[config.mk]
export PLATFORM = sky130hd
export DESIGN_NAME = quicksort_ascending_sorter
export DESIGN_NICKNAME = d
export VERILOG_FILES = /design/src/design/qas_pkg.sv /design/src/design/quicksort_ascending_sorter.sv /design/src/design/qas_cell.sv
export SDC_FILE = /design/constraint.sdc
export NUM_CORES = 2
export LEC_CHECK = 0
export ABC_AREA = 1
export BUFFER_PORTS_ARGS = -buffer_cell sky130_fd_sc_hd__buf_2
export CORE_ASPECT_RATIO = 1.4
export CORE_MARGIN = 2
export CORE_UTILIZATION = 65
export CTS_CLUSTER_SIZE = 28
export DETAILED_ROUTE_END_ITERATION = 8
export PLACE_DENSITY = 0.82
export SETUP_SLACK_MARGIN = 0.15
export SLEW_MARGIN = 20
export SYNTH_ARGS = -nofsm -noshare
export SYNTH_HDL_FRONTEND = slang
export SYNTH_SLANG_ARGS = --single-unit
[constraint.sdc]
create_clock -name i_clk -period 9.6 [get_ports i_clk]
set_input_delay 1.92 -clock i_clk [delete_from_list [all_inputs] [get_ports i_clk]]
set_output_delay 1.92 -clock i_clk [all_outputs]
set_load 0.01 [all_outputs]
[src/design/qas_pkg.sv]
`timescale 1ns / 1ps
package qas_pkg;

    localparam int VALUE_W = 32;

    typedef logic signed [VALUE_W-1:0] t_value;

    // Controls broadcast to every cell of the chain
    typedef struct packed {
        logic load;   // insert the broadcast value
        logic shift;  // move contents one cell toward the head
    } t_cell_ctrl;

endpackage

[src/design/quicksort_ascending_sorter.sv]
`timescale 1ns / 1ps
// Sorts a set of up to CAPACITY signed 32-bit values into ascending order. Values are
// taken one per cycle (start high, busy low); each is placed at once into a sorted row of
// CAPACITY cells. The request with i_is_last high closes the set; from the next cycle
// the block raises busy and shows the set on the result ports, one value per cycle and
// one per stored value, head of the row first, with o_valid as strobe and o_end_of_set
// on the final one. The receiver cannot stall: each result is there for exactly one
// cycle. Values that arrive while the row is full are dropped and o_overflowed is set
// on every result of that set. A new set may start in the cycle after the last result.
module quicksort_ascending_sorter #(
    parameter int CAPACITY = 16
) (
    input  logic                i_clk,
    input  logic                i_rst_n,
    input  logic                start,
    output logic                busy,
    input  qas_pkg::t_value     i_value,
    input  logic                i_is_last,
    output logic                o_valid,
    output qas_pkg::t_value     o_sorted_value,
    output logic                o_end_of_set,
    output logic                o_overflowed
);
    import qas_pkg::*;

    localparam int CW = $clog2(CAPACITY + 1);

    localparam logic S_LOAD = 1'b0;
    localparam logic S_EMIT = 1'b1;

    logic          r_state;
    logic          n_state;
    logic [CW-1:0] r_count;
    logic [CW-1:0] n_count;
    logic [CW-1:0] r_left;
    logic [CW-1:0] n_left;
    logic          r_ovf;
    logic          n_ovf;

    logic          w_accept;
    logic          w_full;
    t_cell_ctrl    w_ctrl;
    t_value        w_val   [CAPACITY];
    logic          w_valid [CAPACITY];
    logic          w_gt    [CAPACITY];

    assign busy     = (r_state == S_EMIT);
    assign w_accept = start && !busy;
    assign w_full   = (r_count == CW'(CAPACITY));

    assign w_ctrl.load  = w_accept && !w_full;
    assign w_ctrl.shift = (r_state == S_EMIT);

    for (genvar g = 0; g < CAPACITY; g++) begin : g_cell
        qas_cell u_cell (
            .i_clk        (i_clk),
            .i_rst_n      (i_rst_n),
            .i_ctrl       (w_ctrl),
            .i_value      (i_value),
            .i_prev_gt    ((g == 0) ? 1'b0 : w_gt[(g == 0) ? 0 : g - 1]),
            .i_prev_val   (w_val[(g == 0) ? 0 : g - 1]),
            .i_prev_valid ((g == 0) ? 1'b0 : w_valid[(g == 0) ? 0 : g - 1]),
            .i_next_val   (w_val[(g == CAPACITY - 1) ? g : g + 1]),
            .i_next_valid ((g == CAPACITY - 1) ? 1'b0
                                               : w_valid[(g == CAPACITY - 1) ? g : g + 1]),
            .o_val        (w_val[g]),
            .o_valid      (w_valid[g]),
            .o_gt         (w_gt[g])
        );
    end

    assign o_valid        = (r_state == S_EMIT);
    assign o_sorted_value = w_val[0];
    assign o_end_of_set   = (r_left == CW'(1));
    assign o_overflowed   = r_ovf;

    always_comb begin
        n_state = r_state;
        n_count = r_count;
        n_left  = r_left;
        n_ovf   = r_ovf;
        unique case (r_state)
            S_LOAD: begin
                if (w_accept) begin
                    if (w_full) begin
                        n_ovf = 1'b1;
                    end else begin
                        n_count = r_count + CW'(1);
                    end
                    if (i_is_last) begin
                        n_left  = w_full ? r_count : r_count + CW'(1);
                        n_state = S_EMIT;
                    end
                end
            end
            S_EMIT: begin
                n_left = r_left - CW'(1);
                if (r_left == CW'(1)) begin
                    n_state = S_LOAD;
                    n_count = '0;
                    n_ovf   = 1'b0;
                end
            end
            default: n_state = S_LOAD;
        endcase
    end

    always_ff @(posedge i_clk) begin
        if (!i_rst_n) begin
            r_state <= S_LOAD;
            r_count <= '0;
            r_left  <= '0;
            r_ovf   <= 1'b0;
        end else begin
            r_state <= n_state;
            r_count <= n_count;
            r_left  <= n_left;
            r_ovf   <= n_ovf;
        end
    end

    a_closing_emits: assert property (@(posedge i_clk) disable iff (!i_rst_n)
        w_accept && i_is_last |=> o_valid)
        else $error("closing request did not start output");

    a_head_valid: assert property (@(posedge i_clk) disable iff (!i_rst_n)
        o_valid |-> w_valid[0])
        else $error("result taken from an empty cell");

    a_ascending: assert property (@(posedge i_clk) disable iff (!i_rst_n)
        o_valid && !o_end_of_set |=> o_valid && (o_sorted_value >= $past(o_sorted_value)))
        else $error("results out of order");

    a_end_closes: assert property (@(posedge i_clk) disable iff (!i_rst_n)
        o_valid && o_end_of_set |=> !o_valid && (r_count == '0))
        else $error("set not closed after final result");

    a_count_bound: assert property (@(posedge i_clk) disable iff (!i_rst_n)
        r_count <= CW'(CAPACITY))
        else $error("element count beyond capacity");

endmodule

[src/design/qas_cell.sv]
`timescale 1ns / 1ps
module qas_cell (
    input  logic                i_clk,
    input  logic                i_rst_n,
    input  qas_pkg::t_cell_ctrl i_ctrl,
    input  qas_pkg::t_value     i_value,
    input  logic                i_prev_gt,
    input  qas_pkg::t_value     i_prev_val,
    input  logic                i_prev_valid,
    input  qas_pkg::t_value     i_next_val,
    input  logic                i_next_valid,
    output qas_pkg::t_value     o_val,
    output logic                o_valid,
    output logic                o_gt
);
    import qas_pkg::*;

    t_value r_val;
    t_value n_val;
    logic   r_valid;
    logic   n_valid;

    // An empty cell counts as greater than anything, so the chain stays sorted
    assign o_gt    = !r_valid || (r_val > i_value);
    assign o_val   = r_val;
    assign o_valid = r_valid;

    always_comb begin
        n_val   = r_val;
        n_valid = r_valid;
        if (i_ctrl.shift) begin
            n_val   = i_next_val;
            n_valid = i_next_valid;
        end else if (i_ctrl.load && o_gt) begin
            if (i_prev_gt) begin
                n_val   = i_prev_val;
                n_valid = i_prev_valid;
            end else begin
                n_val   = i_value;
                n_valid = 1'b1;
            end
        end
    end

    always_ff @(posedge i_clk) begin
        if (!i_rst_n) begin
            r_valid <= 1'b0;
        end else begin
            r_valid <= n_valid;
        end
    end

    always_ff @(posedge i_clk) begin
        r_val <= n_val;
    end

endmodule
# After elaboration in Yosys (flattened, before gate mapping)
# Index checks and enable logic that the tools add are counted.
# Widths: inputs -> output; s select.
# word_totals
out_inout_bits,36
elab_cells,239
ff_bits,540
# classes
addsub,2
order_cmp,16
eq_ne,6
n_mux,105
n_reduce_logical,72
n_bitwise,2
# ops
operator,n
$mux 32,45
$gt 32x32->1,16
$mux 1,51
$reduce_bool 2->1,15
$mux 5,5
$pmux 5 s2,2
$logic_and 1x1->1,18
$logic_not 1->1,18
$logic_or 1x1->1,16
$ne 2x2->1 const B,4
$reduce_and 2->1,3
$add 5x1->5 const B,1
$eq 5x1->1 const B,1
$eq 5x5->1 const B,1
$sub 5x1->5 const B,1
$pmux 1 s2,2
$reduce_and 3->1,1
$not 1->1,2
$reduce_or 2->1,1

# Depth between registers and ports, before layout
# depth
depth_word,6
ltp_mapped,22

# Cells and area by module
# A second synthesis with hierarchy kept.
# hier_totals
cells_unflattened,4977
hier_area_um2,42107.9
# modules_own_cells
module,cells_each,area_each_um2,n_inst,seq_area_each_um2
qas_cell,304,2583.7,16,980.9
quicksort_ascending_sorter,113,768.2,1,240.2

# Worst setup path before layout
# No wires, ideal clock.
# synth_path
path_kind,input-to-reg
startpoint,in i_value[21]
endpoint,"reg g_cell[15].u_cell.r_val[0], enable pin"
arrival_ns,5.367
t_required_ns,9.168
path_slack_ns,3.801
path_stages,12
setup_ns,0.432
cell_sequence,inv_1 > clkbuf_1 > ha_1 > a21oi_1 > nor2_1 > a211oi_1 > o21ai_0 > a21oi_1 > nand2_1 > nand2_1 > nand3_1 > a21oi_1
# synth_via
elab_chain_len,4
# synth_rtl
element,line,rtl
start: declaration,quicksort_ascending_sorter.sv:17,"input qas_pkg::t_value i_value,"
$gt 32x32->1,qas_cell.sv:24,assign o_gt = !r_valid || (r_val > i_value);
$logic_or 1x1->1,qas_cell.sv:24,
$logic_and 1x1->1,qas_cell.sv:34,end else if (i_ctrl.load && o_gt) begin
$reduce_and 2->1 (no source line),--,
end signal: assignment,qas_cell.sv:54,r_val <= n_val;
end: declaration,qas_cell.sv:18,t_value r_val;
# No other way between the ends.
# A chain may end at the register's enable or synchronous reset.

# Worst setup path in the final report
# layout_path
startpoint,in i_value[28]
endpoint,"reg g_cell[7].u_cell.r_val[9], enable pin"
# layout_via
elab_chain_len,4
# layout_rtl
element,line
$gt 32x32->1,qas_cell.sv:24
$logic_or 1x1->1,qas_cell.sv:24
$logic_and 1x1->1,qas_cell.sv:34
$reduce_bool 2->1 (no source line),--
end signal: assignment,qas_cell.sv:54
end: declaration,qas_cell.sv:18
# No other way between the ends.

==> out/summary.txt <==
Run status -> finished clean
Count of distinct cell types in the synthesized netlist -> 42
Buffers on Ports -> 71
Tmin final -> 5.67 ns
Yosys warning count -> 0
CP Launch Type -> primary input
Final-report hold violation count -> 0
Transition time at the pin with the least slew margin -> 1.04 ns
Area grow syn2layout -> 6.63%
Gr ovfl total -> 0
Post-layout net count -> 5703
Pin count of the biggest net entering global routing -> 141
Unrepaired setup endpoints after global routing -> false
Global-route wire length before repair -> 184000 µm
Worst Setup End Kind -> flop
Starting DRT DRC Count -> 4474
Cts bufs inserted -> 56
Period utilisation layout -> 59.1%
Post-route met1 wirelength -> 45200 µm
Count of pins on the block boundary -> 72
Power density cells -> 213 nW/µm²
Number of vias per cell after detailed routing -> 6.02
Routed wire per std cell -> 19.7 µm
Worst IR Drop VDD -> 0.000171 V
CTS clk-pin slew, worst paths -> 0.06 ns
Dpl cell area -> 41100 µm²
Share of the synthesized area in the top cell type -> 38.1%
Layout cell share with drive strength beyond 1 -> 5.00%
Total wire length -> 119000 µm
Die height -> 299 µm
Number of synthesized flops with an enable pin -> 512
Final worst slack -> 3.93 ns
Remaining DRCs -> 0
Setup Skew -> 0.0173 ns
Hold-fix buffers, CTS -> 0
Setup-violating endpoint count in the final report -> 0
Sequential share of power -> 40.1%
Routed met3 length -> 11200 µm
Most used DFF post-synth -> sky130_fd_sc_hd__edfxtp_1
Synthesized Nets -> 5756
Clock network fraction of total power -> 24.5%
Crit path kind -> primary input to flop
Largest cells by area after synthesis -> sky130_fd_sc_hd__edfxtp_1 (38%), sky130_fd_sc_hd__ha_1 (16%), sky130_fd_sc_hd__nand2_1 (15%)
Number of global-route vias before repair -> 34000
Most frequent standard cell in the layout excluding fill and tap cells -> sky130_fd_sc_hd__nand2_1
Detailed-routing iteration count for the pre-antenna-repair pass -> 9
Resized Gates After CTS -> 0
Clock root buffer -> sky130_fd_sc_hd__clkbuf_16
Launching instance or port of the critical path -> i_value[28]
DR vias -> 36300
Post-synthesis cell type with the largest combined area -> sky130_fd_sc_hd__edfxtp_1
Placeable core region -> 61600 µm²
Final Util -> 69.8%
Met2 routed wirelength -> 53900 µm
Max Used Layer -> met4
Setup slack after placement -> 3.34 ns
Post-CTS repair timing setup buffer count -> 0
Average size of a mapped cell -> 7.75 µm²
Worst min-delay path startpoint -> o_overflowed$_SDFFE_PN0P_
Global-route total usage across every layer -> 36.4%
Count of standard-cell rows -> 108
Clock sink total -> 540
Horizontal die dimension -> 214 µm
Clock latency on the worst-skew pair -> 0.64 ns
Switching Share -> 38.0%
Max-slew violation count -> 0
Switching power summed over all nets -> 3.48 mW
Worst min path class -> flop to flop
Clock buffer depth -> 3
Part of the power in combinational logic -> 35.3%
Beginning of the worst register-to-register path -> g_cell[6].u_cell.o_val[31]$_DFFE_PP_
Upper clock frequency limit -> 176 MHz
Data required time of the critical path -> 9.88 ns
Initial Util -> 65.4%
Worst Hold Margin -> 0.497 ns
Area of the die -> 64100 µm²
Share of flip-flops with an asynchronous set or reset after synthesis -> 0%
Total standard cell area after synthesis -> 40300 µm²
Final TNS setup -> 0 ns
Share of synthesized area occupied by flip-flops and latches -> 39.5%
Clock tree from TritonCTS -> built
Count of nets left with antenna violations after detail routing -> 0
Placed cell count -> 5916
Power after layout -> 9.17 mW
Synthesized flop and latch total -> 540
Critical path data arrival time -> 5.95 ns
Highest-count cells in the layout ignoring fill and taps -> sky130_fd_sc_hd__nand2_1 (1577), sky130_fd_sc_hd__inv_1 (629), sky130_fd_sc_hd__ha_1 (516), sky130_fd_sc_hd__edfxtp_1 (512), sky130_fd_sc_hd__o21ai_0 (476)
Final weighted congestion of routability-driven global placement -> 0.955
Max_slew headroom -> 29.8%
Post-DP HPWL -> 86100 µm
H-tree depth -> 2
Antenna violations before repair -> 5
Number of max-capacitance violations reported -> 0
Internal power -> 5.69 mW
CP max FO -> 34
Final design instance area without fill -> 43000 µm²
Post-layout instance count excluding filler cells -> 6026
Leak pwr -> 20.9 nW
Instance count of the mapped netlist -> 5204
==> critical path, stage by stage <==
cell and delay (ns):
sky130_fd_sc_hd__buf_2 0.12, sky130_fd_sc_hd__inv_1 0.38, sky130_fd_sc_hd__buf_4 0.34, sky130_fd_sc_hd__ha_1 0.17, sky130_fd_sc_hd__nand2_1 0.05, sky130_fd_sc_hd__nor2_1 0.15
sky130_fd_sc_hd__nand2_1 0.15, sky130_fd_sc_hd__nor4_2 0.32, sky130_fd_sc_hd__nand2_1 0.14, sky130_fd_sc_hd__nand3_1 0.10, sky130_fd_sc_hd__nand3_1 0.10, sky130_fd_sc_hd__nand2_2 0.75
sky130_fd_sc_hd__nand2_1 0.16, sky130_fd_sc_hd__nand2_1 0.55, sky130_fd_sc_hd__buf_4 0.51
==> final cells by class <==
| cell class | instances | area [µm²] |
|---|---|---|
| Antenna cell | 5 | 12.5 |
| Clock buffer | 76 | 1520 |
| Clock inverter | 27 | 312 |
| Fill cell | 5017 | 18600 |
| Inverter | 640 | 2410 |
| Multi-Input combinational cell | 3777 | 20900 |
| Sequential cell | 540 | 15900 |
| Tap cell | 825 | 1030 |
| Timing Repair Buffer | 136 | 887 |
==> Yosys cell counts (3+ instances only) <==
master / n
sky130_fd_sc_hd__a211oi_1: 5
sky130_fd_sc_hd__a21o_1: 6
sky130_fd_sc_hd__a21oi_1: 299
sky130_fd_sc_hd__buf_1: 8
sky130_fd_sc_hd__buf_2: 58
sky130_fd_sc_hd__buf_4: 28
sky130_fd_sc_hd__buf_6: 3
sky130_fd_sc_hd__clkbuf_1: 150
sky130_fd_sc_hd__dfxtp_1: 28
sky130_fd_sc_hd__edfxtp_1: 512
sky130_fd_sc_hd__ha_1: 516
sky130_fd_sc_hd__inv_1: 630
sky130_fd_sc_hd__inv_2: 9
sky130_fd_sc_hd__nand2_1: 1582
sky130_fd_sc_hd__nand2_2: 8
sky130_fd_sc_hd__nand3_1: 456
sky130_fd_sc_hd__nand3b_1: 4
sky130_fd_sc_hd__nand4_1: 40
sky130_fd_sc_hd__nor2_1: 203
sky130_fd_sc_hd__nor2_2: 5
sky130_fd_sc_hd__nor3_1: 11
sky130_fd_sc_hd__nor3b_2: 4
sky130_fd_sc_hd__nor4_1: 3
sky130_fd_sc_hd__nor4_2: 7
sky130_fd_sc_hd__o21a_1: 22
sky130_fd_sc_hd__o21ai_0: 476
sky130_fd_sc_hd__o21ai_1: 110
sky130_fd_sc_hd__o21bai_1: 4
==> state kept, by name, summed over array words and instances, names as in the netlist <==
register               cells
g_cell.u_cell.o_val      512
r_left                     5
busy                       1
r_count                    5
o_overflowed               1
g_cell.u_cell.o_valid     16
==> layer usage <==
layer	vias up	GRT usage (%)
met2	2037	58.3
met4	0	23.5
met3	379	4.40
li1	17300	-
met5	-	0
met1	16500	47.1
==> cells by family after synthesis <==
group	count (synthesis)	synth area share [%]
fa+ha+maj	516	16.0
xor+xnor	2	0.0435
simple gates	2330	23.8
buf+inv	887	8.76
compound gates	929	11.8
flops	540	39.5
==> power by group through the flow <==
stage	registers [mW]	clock network [mW]	logic, mW
6_report	3.68	2.25	3.24
5_1_grt	3.74	2.34	3.64
4_1_cts	3.67	2.26	3.16
3_5_place_dp	3.71	0	3.13
3_3_place_gp	3.69	0	3.01
2_1_floorplan	3.60	0	2.26
==> final timing paths <==
path | cells past startpoint | slack, ns | endpoint
worst min register to register | 1 | 0.50 | o_overflowed$_SDFFE_PN0P_
worst min-delay path | 1 | 0.50 | o_overflowed$_SDFFE_PN0P_
worst max-delay path | 15 | 3.93 | g_cell[7].u_cell.o_val[9]$_DFFE_PP_
worst max register to register | 14 | 5.29 | g_cell[6].u_cell.o_val[9]$_DFFE_PP_
No activity file was read; power rests on OpenSTA's default activity.
